File: src/design/psme_ram.sv
// Generic single-write, single-read RAM with registered read data.
module psme_ram #(
    parameter int WIDTH = 4,
    parameter int DEPTH = 256
) (
    input  logic                     i_clk,
    input  logic                     i_we,
    input  logic [$clog2(DEPTH)-1:0] i_waddr,
    input  logic [WIDTH-1:0]         i_wdata,
    input  logic                     i_re,
    input  logic [$clog2(DEPTH)-1:0] i_raddr,
    output logic [WIDTH-1:0]         o_rdata
);

    logic [WIDTH-1:0] r_mem [DEPTH];
    logic [WIDTH-1:0] r_rdata;

    always_ff @(posedge i_clk) begin
        if (i_we) begin
            r_mem[i_waddr] <= i_wdata;
        end
        if (i_re) begin
            r_rdata <= r_mem[i_raddr];
        end
    end

    assign o_rdata = r_rdata;

endmodule

File: config.mk
export PLATFORM = sky130hd
export DESIGN_NAME = psme_ram
export DESIGN_NICKNAME = d
export VERILOG_FILES = /design/src/design/psme_ram.sv
export SDC_FILE = /design/constraint.sdc
export NUM_CORES = 1
export LEC_CHECK = 0
export ABC_AREA = 1
export BUFFER_PORTS_ARGS = -buffer_cell sky130_fd_sc_hd__buf_2
export CAP_MARGIN = 20
export CORE_ASPECT_RATIO = 2
export CORE_UTILIZATION = 40
export DETAILED_ROUTE_END_ITERATION = 8
export PLACE_DENSITY_LB_ADDON = 0.12
export SLEW_MARGIN = 25
export SYNTH_ARGS = -nofsm -noshare
export SYNTH_HDL_FRONTEND = slang
export SYNTH_SLANG_ARGS = --single-unit
File: constraint.sdc
create_clock -name i_clk -period 2.6 [get_ports i_clk]
set_clock_uncertainty 0.15 [all_clocks]
set_input_delay 0 -clock i_clk [delete_from_list [all_inputs] [get_ports i_clk]]
set_output_delay 0 -clock i_clk [all_outputs]
set_load 0.005 [all_outputs]
==> flow_summary.ini <==
[outcome]
status = finished clean

[timing]
hold_violations = 0
setup_tns_ps = 0
hold_slack_ps = 69.3
drv_slew = 0
timing.final.ws_setup_ps = 86.7
max_freq_mhz = 398
period_needed_ps = 2510
period_share_pct = 96.7
slew_headroom_pct = 53.3
tightestPinTransition_ps = 699
grt_setup_unrepaired = false
final-setup-viol-count = 0

[power_and_ir_drop]
leakage_nw = 16.3
p_sw_mw = 7.67
combPwrFrac_pct = 6.8
powerDensity_mw_per_mm2 = 706
p_int_mw = 25.9
clkPwrFrac_pct = 38.7
switching_share_pct = 22.9
ir_drop_mv = 0.647
pwr-share-seq_pct = 54.5

[placement]
portBuffers = 26
pre_cts_ws_ps = 190
dp_hpwl_mm = 76.6
place.gp.congestion = 0.829

[synthesis]
avgSynthCellArea_um2 = 11.5
syn_nets = 3743
synth_area_mm2 = 0.0429
syn_inst = 3720
ys_ff_latch = 1028
synth_cell_types = 13
yosysWarnings = 0
ys_seq_area_share_pct = 72.0

[worst_hold_path]
hp-class = in -> reg

[clock_tree]
cts_tree = yes
htreeDepth = 3
cts_buffer_depth = 3
root_buffer = clkbuf_16
cts_buffers = 89
insertion_delay_ps = 690
cts_setup_buffers = 0
cts_resized = 0
cts_sinks = 1028
clk_pin_slew_ps = 70
cts_hold_buf = 21

[drt]
drt_iter0_markers = 1930
drt_pass1_iterations = 5
remaining_drc_errors = 0
drtAntennaViolNets = 0
routed_wl_mm = 126
wire_per_inst_um = 24.5
viasPerCell = 5.40
num_vias = 27800

[finish]
fillCellCount = 9972
utilization_pct = 44.7
drive_above_1_share_pct = 6.88
area_growth_pct = 10.8
final_nets = 3735

[global_routing]
grt_util_all_layers_pct = 23.5
grt_max_degree = 108
grt_pass1_wl_mm = 184
antenna_found_initial = 2
grt-ovfl-total = 0
first_global_vias = 28600

[floorplanning]
fp-row-count = 169
start_util_pct = 40.4
die_area_mm2 = 0.109
core_area_mm2 = 0.106
die_width_um = 233
io-pin-count = 27
fp.dieH_um = 465

[worst_setup_path]
critPathLaunchType = flop
crit_arrival_ps = 2810
path_max_fanout = 1
end_kind = flop
setup.worst_path.class = reg -> reg
critPathRequiredTime_ps = 2890

[run]
max-cap-violations = 0
[through the flow]
stage / instances / power [mW] / area, µm²
final: 5149 / 33.5 / 47500
after global routing: 5149 / 34.5 / 47500
after CTS: 5148 / 33.8 / 47500
after detailed placement: 4968 / 20.9 / 44500
after global placement: 4968 / 20.9 / 44500
after floorplan: 3720 / 19.9 / 42900
[layer usage]
layer / vias up / global-route usage, % / routed length, µm
met4: 2 / 11.6 / 6250
met1: 13800 / 25.8 / 45700
met2: 795 / 43.9 / 68800
met5: - / 0 / 13
met3: 237 / 2.94 / 5430
li1: 13000 / - / -
[path summary, 6_finish.rpt]
check	cells past startpoint	startpoint	end	slack (ps)
max	11	r_mem[139][2]	o_rdata[2]	90
min	5	i_waddr[6]	r_mem[42][0]	70
max reg2reg	11	r_mem[139][2]	o_rdata[2]	90
min reg2reg	10	r_mem[41][2]	o_rdata[2]	930
[synthesized netlist by cell type (all sizes together)]
master	count	area share, %
inv	39	0.36
buf	203	3.3
nand3	987	12
nor2	283	2.5
nand2	1127	9.9
clkbuf	53	0.46
edfxtp	1028	72
[state kept, by name, summed over array words and instances, names as in the netlist]
register / flops
r_mem: 1024
o_rdata: 4
[power groups by stage]
stage | sequential (mW) | combinational [mW] | clock (mW)
global placement | 18.6 | 2.27 | 0
detailed placement | 18.6 | 2.27 | 0
finish | 18.3 | 2.27 | 13.0
CTS | 18.3 | 2.30 | 13.2
global route | 18.3 | 2.45 | 13.8
floorplan | 18.6 | 1.23 | 0
[critical path, cell delays in order (launching register included)]
cell and delay [ps]:
edfxtp_1 350, nand2_1 70, nand3_1 160, nand3_1 170, nand3_1 90, nand3_1 100
nand2_1 140, nand2_1 150, nand3_1 140, nand3_1 120, dlygate4sd3_1 570, nand2_1 60
[logic make-up (layout without fill, tap and decap cells)]
logic type    Yosys count  after routing  synth area share [%]
buf+inv               295            355                  4.11
flops                1028           1028                  72.0
other cells             0              1                     0
simple gates         2397           2397                  23.9
[placed cells by master (no fill, tap or decap)]
cell	n
nand2_1	1127
edfxtp_1	1028
nand3_1	987
nor2_1	283
clkbuf_16	91
buf_4	71
buf_12	41
inv_1	35
clkinv_1	21
dlygate4sd3_1	21
clkbuf_1	18
buf_2	18
clkinv_2	16
bufinv_16	6
buf_8	6
clkinvlp_4	4
inv_6	3
diode_2	1
inv_16	1
inv_8	1
inv_4	1
inv_2	1
[area by class of cell]
cell class | instances | area (µm²) | share of cell area, %
Multi-Input combinational cell | 2397 | 10200 | 21.6
Tap cell | 1368 | 1710 | 3.61
Inverter | 39 | 173 | 0.364
Clock inverter | 50 | 395 | 0.833
Timing Repair Buffer | 157 | 1740 | 3.67
Sequential cell | 1028 | 30900 | 65.0
Clock buffer | 109 | 2340 | 4.94
Antenna cell | 1 | 2.50 | 0.00527
No activity file was read; power rests on OpenSTA's default activity.
