--- config.mk ---
export PLATFORM = sky130hd
export DESIGN_NAME = psme_merge
export DESIGN_NICKNAME = d
export VERILOG_FILES = /design/src/design/psme_pkg.sv /design/src/design/psme_merge.sv
export SDC_FILE = /design/constraint.sdc
export NUM_CORES = 2
export LEC_CHECK = 0
export ABC_AREA = 0
export BUFFER_PORTS_ARGS = -buffer_cell sky130_fd_sc_hd__buf_2
export CAP_MARGIN = 0
export CORE_MARGIN = 4
export CORE_UTILIZATION = 45
export DETAILED_ROUTE_END_ITERATION = 16
export GPL_ROUTABILITY_DRIVEN = 1
export HOLD_SLACK_MARGIN = 0.06
export PLACE_DENSITY = 0.67
export SYNTH_ARGS = -nofsm -noshare
export SYNTH_HDL_FRONTEND = slang
export SYNTH_SLANG_ARGS = --single-unit
--- constraint.sdc ---
create_clock -name i_clk -period 12.2 [get_ports i_clk]
set_clock_uncertainty 0.1 [all_clocks]
set_input_delay 2.44 -clock i_clk [delete_from_list [all_inputs] [get_ports i_clk]]
set_output_delay 2.44 -clock i_clk [all_outputs]
set_load 0.01 [all_outputs]
--- src/design/psme_pkg.sv ---
// Shared widths, codes and types of the partition sum move evaluator.
package psme_pkg;

    localparam int ITEM_W       = 8;
    localparam int ITEM_RANGE   = 1 << ITEM_W;
    localparam int TGT_W        = 3;
    localparam int TGT_RANGE    = 1 << TGT_W;
    localparam int LEAD_W       = 2;
    localparam int LEAD_RANGE   = 1 << LEAD_W;
    localparam int VAL_W        = 16;
    localparam int VALUE_FIELDS = 4;
    localparam int SUM_W        = 24;
    localparam int CNT_W        = 9;
    localparam int STATUS_W     = 2;

    localparam int DEF_NUM_ITEMS = 256;
    localparam int DEF_NUM_PARTS = 8;
    localparam int DEF_NUM_DIMS  = 4;

    typedef enum logic {
        ACT_PLACE = 1'b0,
        ACT_MOVE  = 1'b1
    } t_action;

    typedef enum logic [STATUS_W-1:0] {
        ST_DONE          = 2'd0,
        ST_MOVE_UNPLACED = 2'd1,
        ST_PLACE_PLACED  = 2'd2
    } t_status;

    typedef struct packed {
        logic add;
        logic sub;
    } t_lane_ctl;

endpackage

--- src/design/psme_merge.sv ---
// Merge of lane sums: registered min/max/argmin tree, then fitness stage.
module psme_merge #(
    parameter int NUM_PARTS = psme_pkg::DEF_NUM_PARTS,
    parameter int NUM_DIMS  = psme_pkg::DEF_NUM_DIMS
) (
    input  logic                          i_clk,
    input  logic [psme_pkg::SUM_W-1:0]    i_sums [NUM_PARTS][NUM_DIMS],
    input  logic [(NUM_DIMS > 1 ? $clog2(NUM_DIMS) : 1)-1:0] i_lead,
    output logic [$clog2(NUM_PARTS)-1:0]  o_best,
    output logic [psme_pkg::SUM_W-1:0]    o_fitness
);

    localparam int PW  = $clog2(NUM_PARTS);
    localparam int NP2 = 1 << PW;

    logic [psme_pkg::SUM_W-1:0] w_min  [PW+1][NUM_DIMS][NP2];
    logic [psme_pkg::SUM_W-1:0] w_max  [PW+1][NUM_DIMS][NP2];
    logic [psme_pkg::SUM_W-1:0] w_bval [PW+1][NP2];
    logic [PW-1:0]              w_bidx [PW+1][NP2];

    logic [psme_pkg::SUM_W-1:0] r_min [NUM_DIMS];
    logic [psme_pkg::SUM_W-1:0] r_max [NUM_DIMS];
    logic [PW-1:0]              r_best;
    logic [psme_pkg::SUM_W-1:0] w_diff;
    logic [psme_pkg::SUM_W-1:0] w_fit;
    logic [psme_pkg::SUM_W-1:0] r_fitness;

    // pad slots beyond NUM_PARTS copy part 0; ties keep the lower index
    always_comb begin
        int src;
        for (int l = 0; l <= PW; l++) begin
            for (int p = 0; p < NP2; p++) begin
                w_bval[l][p] = '0;
                w_bidx[l][p] = '0;
                for (int d = 0; d < NUM_DIMS; d++) begin
                    w_min[l][d][p] = '0;
                    w_max[l][d][p] = '0;
                end
            end
        end
        for (int p = 0; p < NP2; p++) begin
            src = (p < NUM_PARTS) ? p : 0;
            w_bval[0][p] = i_sums[src][i_lead];
            w_bidx[0][p] = PW'(src);
            for (int d = 0; d < NUM_DIMS; d++) begin
                w_min[0][d][p] = i_sums[src][d];
                w_max[0][d][p] = i_sums[src][d];
            end
        end
        for (int l = 0; l < PW; l++) begin
            for (int k = 0; k < (NP2 >> (l + 1)); k++) begin
                if (w_bval[l][2*k+1] < w_bval[l][2*k]) begin
                    w_bval[l+1][k] = w_bval[l][2*k+1];
                    w_bidx[l+1][k] = w_bidx[l][2*k+1];
                end else begin
                    w_bval[l+1][k] = w_bval[l][2*k];
                    w_bidx[l+1][k] = w_bidx[l][2*k];
                end
                for (int d = 0; d < NUM_DIMS; d++) begin
                    w_min[l+1][d][k] = (w_min[l][d][2*k+1] < w_min[l][d][2*k])
                                     ? w_min[l][d][2*k+1] : w_min[l][d][2*k];
                    w_max[l+1][d][k] = (w_max[l][d][2*k+1] > w_max[l][d][2*k])
                                     ? w_max[l][d][2*k+1] : w_max[l][d][2*k];
                end
            end
        end
    end

    always_ff @(posedge i_clk) begin
        r_best <= w_bidx[PW][0];
        for (int d = 0; d < NUM_DIMS; d++) begin
            r_min[d] <= w_min[PW][d][0];
            r_max[d] <= w_max[PW][d][0];
        end
    end

    always_comb begin
        w_fit  = '0;
        w_diff = '0;
        for (int d = 0; d < NUM_DIMS; d++) begin
            w_diff = r_max[d] - r_min[d];
            if (w_diff > w_fit) begin
                w_fit = w_diff;
            end
        end
    end

    always_ff @(posedge i_clk) begin
        r_fitness <= w_fit;
    end

    assign o_best    = r_best;
    assign o_fitness = r_fitness;

endmodule

==> flow_metrics.env <==
export IMPL_synth_area_leader_cell="ha_1"
export IMPL_clock_latency_ps=620
export IMPL_numCtsBuffers=27
export IMPL_synth_area_leaders="ha_1, mux2i_1, dfxtp_1, mux4_2, inv_1"
export IMPL_rsz0062_at_grt="false"
export IMPL_wl_per_cell_um=36.9
export IMPL_cts_hold_buf=0
export IMPL_setup_ws_ps=1000
export IMPL_relSlewSlack_pct=1.25
export IMPL_grt_remaining_overflow=0
export IMPL_netlist_area_leader_share_pct=27.0
export IMPL_firstDrtPassIters=9
export IMPL_vias_per_cell=6.62
export IMPL_pin_count=798
export IMPL_cp_required_ps=12570
export IMPL_htree_levels=1
export IMPL_power_density_nw_per_um2=319
export IMPL_dp_hpwl_um=317000
export IMPL_cts_root_buf="clkbuf_16"
export IMPL_grt_pass1_wl_um=478000
export IMPL_avgSynthCellArea_um2=8.08
export IMPL_pre_cts_slack_ps=979
export IMPL_cp_end_kind="flop"
export IMPL_hp_class="reg -> reg"
export IMPL_first_global_vias=60500
export IMPL_grt_start_max_net_pins=68
export IMPL_fillers=12600
export IMPL_fin_hold_ws_ps=835
export IMPL_worstSetupStartpointType="flop"
export IMPL_nets=10000
export IMPL_worst_path_buf_inv=3
export IMPL_drc=0
export IMPL_die_area_um2=137000
export IMPL_dr_first_iter_drc_count=9895
export IMPL_clockBufferDepth=3
export IMPL_cap_viol_max_count=1
export IMPL_row_count=132
export IMPL_path_clk_slew_ps=80
export IMPL_crit_family="compound AO/OA/AOI/OAI gates"
export IMPL_drtAntennaViolNets=0
export IMPL_synth_seq_cells=219
export IMPL_status="finished with violations"
export IMPL_final_common_cell="ha_1"
export IMPL_io_buffers=797
export IMPL_slowest_delay_ps=560
export IMPL_mappedNetlistNets=9343
export IMPL_postSynthCellCount=7296
export IMPL_routed_wl_um=363000
export IMPL_cts_tree="yes"
export IMPL_ir_worst_vdd_uv=769
export IMPL_gr_usage_all_layers_pct=50.5
export IMPL_core_um2=130000
export IMPL_timing_final_crit_share_pct=91.8
export IMPL_hold_viol_final=0
export IMPL_start_util_pct=45.4
export IMPL_fmax_mhz=89.3
export IMPL_cp_slowest_cell="mux2i_1"
export IMPL_synth_flop_cell="dfxtp_1"
export IMPL_yosysSeqAreaShare_pct=7.44
export IMPL_placed_cell_area_um2=65500
export IMPL_vias=65200
export IMPL_synth_edf_count=0
export IMPL_syn2layout_area_growth_pct=13.1
export IMPL_chipHeight_um=370
export IMPL_synthesis_area_um2=58900
export IMPL_routabilityCongestion=1.25
export IMPL_antenna_found_initial=152
export IMPL_cts_num_sinks=219
export IMPL_synth_distinct_cells=79
export IMPL_finalSetupViolCount=0
export IMPL_postCtsSetupBuffers=0
export IMPL_fin_crit_ps=11200
export IMPL_tightestPinTransition_ps=1470
export IMPL_final_area_um2=66700
export IMPL_violations="capacitance limit"
export IMPL_final_cell_mix="ha_1, inv_1, mux2i_1"
export IMPL_critPathArrivalTime_ps=11560
export IMPL_post_cts_resized=0
export IMPL_final_layout_size_suffix_gt1_share_pct=18.5
export IMPL_path_class="reg -> reg"
export IMPL_async_flop_share_pct=0
export IMPL_slew_violations=0
export IMPL_crit_path_max_fanout=24
export IMPL_die_w_um=370
export IMPL_tns_ps=0
export IMPL_yosysWarnings=0
export IMPL_p_leak_nw=36.4
## logic make-up after synthesis
kind of cell	synth area share (%)
DFF	7.44
and+or+nand+nor	11.6
muxes	27.0
AOI/OAI and AO/OA	16.6
adders and majority gates	27.2
xor gates and xnor gates	1.32
buffers and inverters	8.83
## area by class of cell
class,count,area (µm²),share of cell area (%)
Multi-Input combinational cell,5706,49700,74.6
Timing Repair Buffer,912,4970,7.46
Sequential cell,219,4380,6.58
Inverter,1124,4220,6.33
Tap cell,1742,2180,3.27
Clock buffer,30,697,1.05
Clock inverter,19,256,0.385
Antenna cell,93,233,0.349
## per-layer routing
layer,routed length (µm),global-route usage [%],vias to the layer above,part of all wire (%)
li1,-,-,27800,-
met1,134000,61.0,31100,37
met2,143000,71.1,5093,39
met3,55300,23.0,1196,15
met4,30700,34.3,26,8.4
met5,353,1.57,-,0.097
## path summary, 6_finish.rpt
check | from | end | slack, ps | cells after the start
worst min-delay path | r_max[3][21] | o_fitness[21] | 830 | 4
worst min register to register | r_max[3][21] | o_fitness[21] | 830 | 4
worst max register to register | r_min[1][0] | o_fitness[1] | 1000 | 44
worst max-delay path | r_min[1][0] | o_fitness[1] | 1000 | 44
## per-stage QoR
stage	power, mW	std cells	util, %
finish	21.3	9845	51.4
global route	22.3	9787	51.2
floorplan	13.3	7296	-
detailed placement	19.4	9703	50.4
CTS	20.4	9752	51.2
global placement	19.1	9703	50.4
## state kept, by name, summed over array words and instances (netlist names)
signal and flops:
r_min 96, o_best 3, r_max 96, o_fitness 24
## synth_stat cells (all sizes together), types with 27 or more instances
cell / n
xnor2: 62
a21oi: 688
mux2: 279
a211oi: 30
o21ai: 336
ha: 1272
mux4: 192
o21a: 74
nor2b: 129
o211ai: 28
buf: 82
nor3: 53
nand3: 117
dfxtp: 219
inv: 1124
nand2: 237
nand4: 189
clkbuf: 165
nor2: 483
a31oi: 31
mux2i: 843
xor2: 27
nand2b: 98
a21o: 264
## worst min-delay path: stages (launching register included)
cell,delay (ps)
dfxtp_1,320
ha_1,180
xnor2_1,90
buf_4,190
mux2i_1,140
## report_power, final
part           internal [mW]  switching [mW]
sequential              1.22           0.196
combinational           7.06            11.9
clock                  0.523           0.375
total                   8.80            12.5
No activity file was read; power rests on OpenSTA's default activity.
