[src/design/psme_pkg.sv]
// Shared widths, codes and types of the partition sum move evaluator.
package psme_pkg;

    localparam int ITEM_W       = 8;
    localparam int ITEM_RANGE   = 1 << ITEM_W;
    localparam int TGT_W        = 3;
    localparam int TGT_RANGE    = 1 << TGT_W;
    localparam int LEAD_W       = 2;
    localparam int LEAD_RANGE   = 1 << LEAD_W;
    localparam int VAL_W        = 16;
    localparam int VALUE_FIELDS = 4;
    localparam int SUM_W        = 24;
    localparam int CNT_W        = 9;
    localparam int STATUS_W     = 2;

    localparam int DEF_NUM_ITEMS = 256;
    localparam int DEF_NUM_PARTS = 8;
    localparam int DEF_NUM_DIMS  = 4;

    typedef enum logic {
        ACT_PLACE = 1'b0,
        ACT_MOVE  = 1'b1
    } t_action;

    typedef enum logic [STATUS_W-1:0] {
        ST_DONE          = 2'd0,
        ST_MOVE_UNPLACED = 2'd1,
        ST_PLACE_PLACED  = 2'd2
    } t_status;

    typedef struct packed {
        logic add;
        logic sub;
    } t_lane_ctl;

endpackage

[src/design/psme_lane.sv]
// One part lane: item count and per-dimension sums with add/remove update.
module psme_lane #(
    parameter int NUM_DIMS = psme_pkg::DEF_NUM_DIMS
) (
    input  logic                        i_clk,
    input  logic                        i_rst_n,
    input  psme_pkg::t_lane_ctl         i_ctl,
    input  logic [psme_pkg::VAL_W-1:0]  i_vals  [NUM_DIMS],
    output logic [psme_pkg::CNT_W-1:0]  o_count,
    output logic [psme_pkg::SUM_W-1:0]  o_sum   [NUM_DIMS]
);

    logic [psme_pkg::CNT_W-1:0] r_count;
    logic [psme_pkg::CNT_W-1:0] n_count;
    logic [psme_pkg::SUM_W-1:0] r_sum [NUM_DIMS];
    logic [psme_pkg::SUM_W-1:0] n_sum [NUM_DIMS];
    logic [psme_pkg::SUM_W-1:0] w_ext [NUM_DIMS];

    always_comb begin
        n_count = r_count + (i_ctl.add ? psme_pkg::CNT_W'(1) : '0)
                          - (i_ctl.sub ? psme_pkg::CNT_W'(1) : '0);
        for (int d = 0; d < NUM_DIMS; d++) begin
            w_ext[d] = psme_pkg::SUM_W'(i_vals[d]);
            n_sum[d] = r_sum[d] + (i_ctl.add ? w_ext[d] : '0)
                                - (i_ctl.sub ? w_ext[d] : '0);
        end
    end

    always_ff @(posedge i_clk) begin
        if (!i_rst_n) begin
            r_count <= '0;
            for (int d = 0; d < NUM_DIMS; d++) begin
                r_sum[d] <= '0;
            end
        end else begin
            r_count <= n_count;
            r_sum   <= n_sum;
        end
    end

    assign o_count = r_count;
    assign o_sum   = r_sum;

endmodule

[config.mk]
export PLATFORM = sky130hd
export DESIGN_NAME = psme_lane
export DESIGN_NICKNAME = d
export VERILOG_FILES = /design/src/design/psme_pkg.sv /design/src/design/psme_lane.sv
export SDC_FILE = /design/constraint.sdc
export NUM_CORES = 1
export LEC_CHECK = 0
export BUFFER_PORTS_ARGS = -buffer_cell sky130_fd_sc_hd__buf_2
export CAP_MARGIN = 20
export CELL_PAD_IN_SITES_DETAIL_PLACEMENT = 2
export CELL_PAD_IN_SITES_GLOBAL_PLACEMENT = 2
export CORE_MARGIN = 1
export CORE_UTILIZATION = 30
export CTS_BUF_LIST = sky130_fd_sc_hd__clkbuf_16
export DETAILED_ROUTE_END_ITERATION = 12
export GPL_TIMING_DRIVEN = 0
export PLACE_DENSITY = 0.9
export SLEW_MARGIN = 5
export SYNTH_ARGS = -nofsm -noshare
export SYNTH_HDL_FRONTEND = slang
export SYNTH_SLANG_ARGS = --single-unit
[constraint.sdc]
create_clock -name i_clk -period 3.3 [get_ports i_clk]
set_clock_uncertainty 0.2 [all_clocks]
set_input_delay 0 -clock i_clk [delete_from_list [all_inputs] [get_ports i_clk]]
set_output_delay 0 -clock i_clk [all_outputs]
set_load 0.005 [all_outputs]
==> flow_metrics.tcl <==
set metrics [dict create \
    yosys_most_used_dff "sky130_fd_sc_hd__dfxtp_1" \
    drive_gt1_share_pct 18.9 \
    synthArstFlopShare_pct 0 \
    cp_data_required_time_ns 3.37 \
    synth.yosys.seq_area_share_pct 20.3 \
    rows 67 \
    setup-violations-final 0 \
    post-synth-top-area-fraction_pct 20.3 \
    final_net_count 1793 \
    vdd_ir_drop_max_mv 0.323 \
    die_height_microns 188 \
    via_count 10000 \
    antenna_cells 0 \
    synthesis.yosys.warnings 0 \
    synth.lib_cells_used.distinct 70 \
    cts_inserted_buffers 9 \
    cts_sinks 105 \
    critical_path.startpoint_type "flop" \
    worstMarginPinSlew_ns 1.02 \
    pwrdens_nw_per_um2 1150 \
    globalRoute.totalOverflow 0 \
    switching_share_pct 51.3 \
    power_frac_comb_pct 76.7 \
    worst_setup_path_end_kind "flop" \
    whs_endpoint "o_sum[70]" \
    place.gp.congestion 0.831 \
    crit_arrival_ns 3.31 \
    hold_path_startpoint "i_rst_n" \
    p_leak_nw 6.38 \
    rsz0062_at_grt "true" \
    final_core_utilization_pct 37.3 \
    die_w_microns 188 \
    hp-class "input port to flop" \
    synth_area_leader_cell "sky130_fd_sc_hd__dfxtp_1" \
    drc 0 \
    critical_path.max_fanout 7 \
    status "complete, no violations" \
    grt_max_degree 16 \
    drv_cap 0 \
    launching_point_of_the_worst_reg2reg_path "o_sum[59]" \
    die_area_sq_um 35300 \
    synthesis.area_per_instance_sq_um 7.69 \
    regToRegEndpoint "o_sum[68]" \
    drt_iter0_markers 242 \
    max_freq_ghz 0.309 \
    number_of_max_slew_violations_in_the_final_report 0 \
    cts_tree "built" \
    synth_edf_count 0 \
    final.period_utilization_pct 97.9 \
    flow.area_growth_from_synthesis_pct 21.5 \
    initial_antenna_violation_count 2 \
    hold_violations 0 \
    htreeDepth 3 \
    syn-instance-count 1350 \
    number_of_global_route_vias_before_repair 11500 \
    synth_area_sq_um 10400 \
    placement.io_buffers 172 \
    timing.slew.headroom_pct 31.8 \
    synthTopCellsByArea "sky130_fd_sc_hd__dfxtp_1 (20%), sky130_fd_sc_hd__ha_1 (13%), sky130_fd_sc_hd__fa_1 (13%), sky130_fd_sc_hd__inv_1 (9.2%), sky130_fd_sc_hd__nand2_1 (5.0%)" \
    drtAntennaViolNets 0 \
    cts-root-to-sink-buffers 2 \
    worst-setup-path-type "flop to flop" \
    io_pins 173 \
    cp-startpoint "o_sum[59]" \
    period_needed_ns 3.23 \
    synth-seq-cells 105 \
    synth_most_common_cell "sky130_fd_sc_hd__inv_1" \
    start_util_pct 30.7 \
    detail_route.vias_per_cell 5.01 \
    root_buffer "sky130_fd_sc_hd__clkbuf_16" \
    detailedRoute.firstPassIterationCount 4 \
    synth_nets 1588 \
    netlist_top_cells_count "sky130_fd_sc_hd__inv_1 (253), sky130_fd_sc_hd__nand2_1 (138), sky130_fd_sc_hd__dfxtp_1 (105), sky130_fd_sc_hd__ha_1 (105), sky130_fd_sc_hd__nor2_1 (101)" \
    share_clk_of_total_power_pct 8.0 \
    finalWirelength_microns 38100 \
    ff2ff_path_depth 11 \
    sequential_group_share_of_total_power_pct 15.3 \
    grt_usage_pct 21.6 \
    internal_power_mw 7.08 \
    grt_pass1_wl_microns 60400 \
    power_switching_mw 7.46 \
    dp_hpwl_microns 29800 \
    fp.coreArea_sq_um 33800 \
    routedWlPerCell_microns 19.0 \
    worst_skew_pair_latency_ns 0.38 \
    whs_ns 0.0379 \
    timing.reg2reg.setup_slack_ns 0.07 \
    number_of_cells_on_the_worst_hold_path 4 \
    worst_path_clk_slew_ns 0.08 \
]
## stage by stage
| stage | std cells | area [sq um] | setup TNS, ns | setup WS [ns] | power (mW) |
|---|---|---|---|---|---|
| floorplan | 1350 | 10400 | 0 | 0.00948 | 9.37 |
| global placement | 1970 | 11800 | -55.44 | -1.20 | 11.5 |
| detailed placement | 1971 | 11800 | -62.42 | -1.35 | 12.3 |
| CTS | 1990 | 12300 | 0 | 0.00436 | 14.0 |
| global route | 2006 | 12600 | -0.392 | -0.0660 | 15.9 |
| finish | 2006 | 12600 | 0 | 0.0678 | 14.5 |
## placed cells by master, fill, tap and decap left out, types with 4 or more instances in the layout
cell type / count
sky130_fd_sc_hd__a211o_1: 4
sky130_fd_sc_hd__a211oi_1: 8
sky130_fd_sc_hd__a21boi_0: 4
sky130_fd_sc_hd__a21o_1: 37
sky130_fd_sc_hd__a21oi_1: 82
sky130_fd_sc_hd__a21oi_2: 12
sky130_fd_sc_hd__a31oi_1: 11
sky130_fd_sc_hd__and2_1: 81
sky130_fd_sc_hd__and3_1: 5
sky130_fd_sc_hd__buf_1: 6
sky130_fd_sc_hd__buf_2: 171
sky130_fd_sc_hd__buf_4: 29
sky130_fd_sc_hd__clkbuf_1: 19
sky130_fd_sc_hd__clkbuf_16: 9
sky130_fd_sc_hd__clkbuf_2: 9
sky130_fd_sc_hd__dfxtp_1: 99
sky130_fd_sc_hd__dfxtp_2: 6
sky130_fd_sc_hd__fa_1: 61
sky130_fd_sc_hd__fa_2: 4
sky130_fd_sc_hd__ha_1: 102
sky130_fd_sc_hd__inv_1: 251
sky130_fd_sc_hd__mux2i_1: 10
sky130_fd_sc_hd__nand2_1: 137
sky130_fd_sc_hd__nand2b_1: 10
sky130_fd_sc_hd__nand3_1: 16
sky130_fd_sc_hd__nand4_1: 14
sky130_fd_sc_hd__nor2_1: 100
sky130_fd_sc_hd__nor2b_1: 8
sky130_fd_sc_hd__nor3_1: 21
sky130_fd_sc_hd__o211ai_1: 7
sky130_fd_sc_hd__o21a_1: 10
sky130_fd_sc_hd__o21ai_0: 43
sky130_fd_sc_hd__o21ai_1: 5
sky130_fd_sc_hd__o21bai_1: 8
sky130_fd_sc_hd__o31ai_2: 5
sky130_fd_sc_hd__or3_1: 5
sky130_fd_sc_hd__xnor2_1: 30
sky130_fd_sc_hd__xor2_1: 40
## sequential cells by signal, summed over array words and instances (netlist names)
name / flops
o_sum: 96
o_count: 9
## final cells by class
class	count	area [sq um]
tap	448	561
fill	3956	21200
buffer	37	161
timing repair buffer	201	1090
inverter	253	950
sequential	105	2110
clock buffer	9	225
clock inverter	5	50.0
multi-input combinational	948	7460
## layer usage
| metal | share of wire [%] | vias up | track usage (%) |
|---|---|---|---|
| li1 | - | 4797 | - |
| met1 | 43 | 5023 | 25.1 |
| met2 | 52 | 165 | 40.0 |
| met3 | 2.7 | 56 | 2.83 |
| met4 | 2.9 | 2 | 8.26 |
| met5 | 0.034 | - | 0 |
## cell families after synthesis
kind of cell	count (synthesis)	synth area share [%]
AO/OA/AOI/OAI	282	17.8
XOR/XNOR	70	5.91
adder cells (fa/ha/maj)	170	25.2
buffers and inverters	297	10.7
flip-flops	105	20.3
multiplexers	10	0.965
AND/OR/NAND/NOR	416	19.1
## power groups by stage
| stage | Clock (mW) | Sequential, mW | Combinational (mW) |
|---|---|---|---|
| after global placement | 0 | 2.23 | 9.30 |
| after CTS | 1.22 | 2.24 | 10.5 |
| final | 1.16 | 2.23 | 11.2 |
| after detailed placement | 0 | 2.27 | 10.0 |
| after floorplan | 0 | 2.21 | 7.16 |
| after global routing | 1.24 | 2.30 | 12.4 |
## what timing repair did
| item | 4_1_cts | 5_1_grt |
|---|---|---|
| hold endpoints to repair | 1 | 0 |
| buffers inserted | 7 | 20 |
| hold buffers | 1 | 0 |
| endpoints found under the setup margin | 68 | 29 |
| pin swaps | 25 | 38 |
| resized for setup | 45 | 40 |
## worst max-delay path: stages, from the launching register on
cell	delay [ns]
sky130_fd_sc_hd__dfxtp_1	0.38
sky130_fd_sc_hd__inv_1	0.08
sky130_fd_sc_hd__fa_1	0.53
sky130_fd_sc_hd__inv_1	0.06
sky130_fd_sc_hd__ha_1	0.40
sky130_fd_sc_hd__a21oi_1	0.18
sky130_fd_sc_hd__nor2b_1	0.07
sky130_fd_sc_hd__o21ai_0	0.37
sky130_fd_sc_hd__o311ai_4	0.24
sky130_fd_sc_hd__a31oi_4	0.27
sky130_fd_sc_hd__nor4_1	0.08
sky130_fd_sc_hd__a211o_1	0.27
## worst max-delay path by stage
stage	endpoint	slack [ns]	depth (start not counted)
after CTS	o_sum[44]	0.004	11
after global routing	o_sum[19]	-0.07	11
after detailed placement	o_sum[44]	-1.35	14
after global placement	o_sum[44]	-1.20	15
final	o_sum[68]	0.07	11
after floorplan	o_sum[44]	0.009	13
Note: power is estimated with default switching activity, not from simulation.
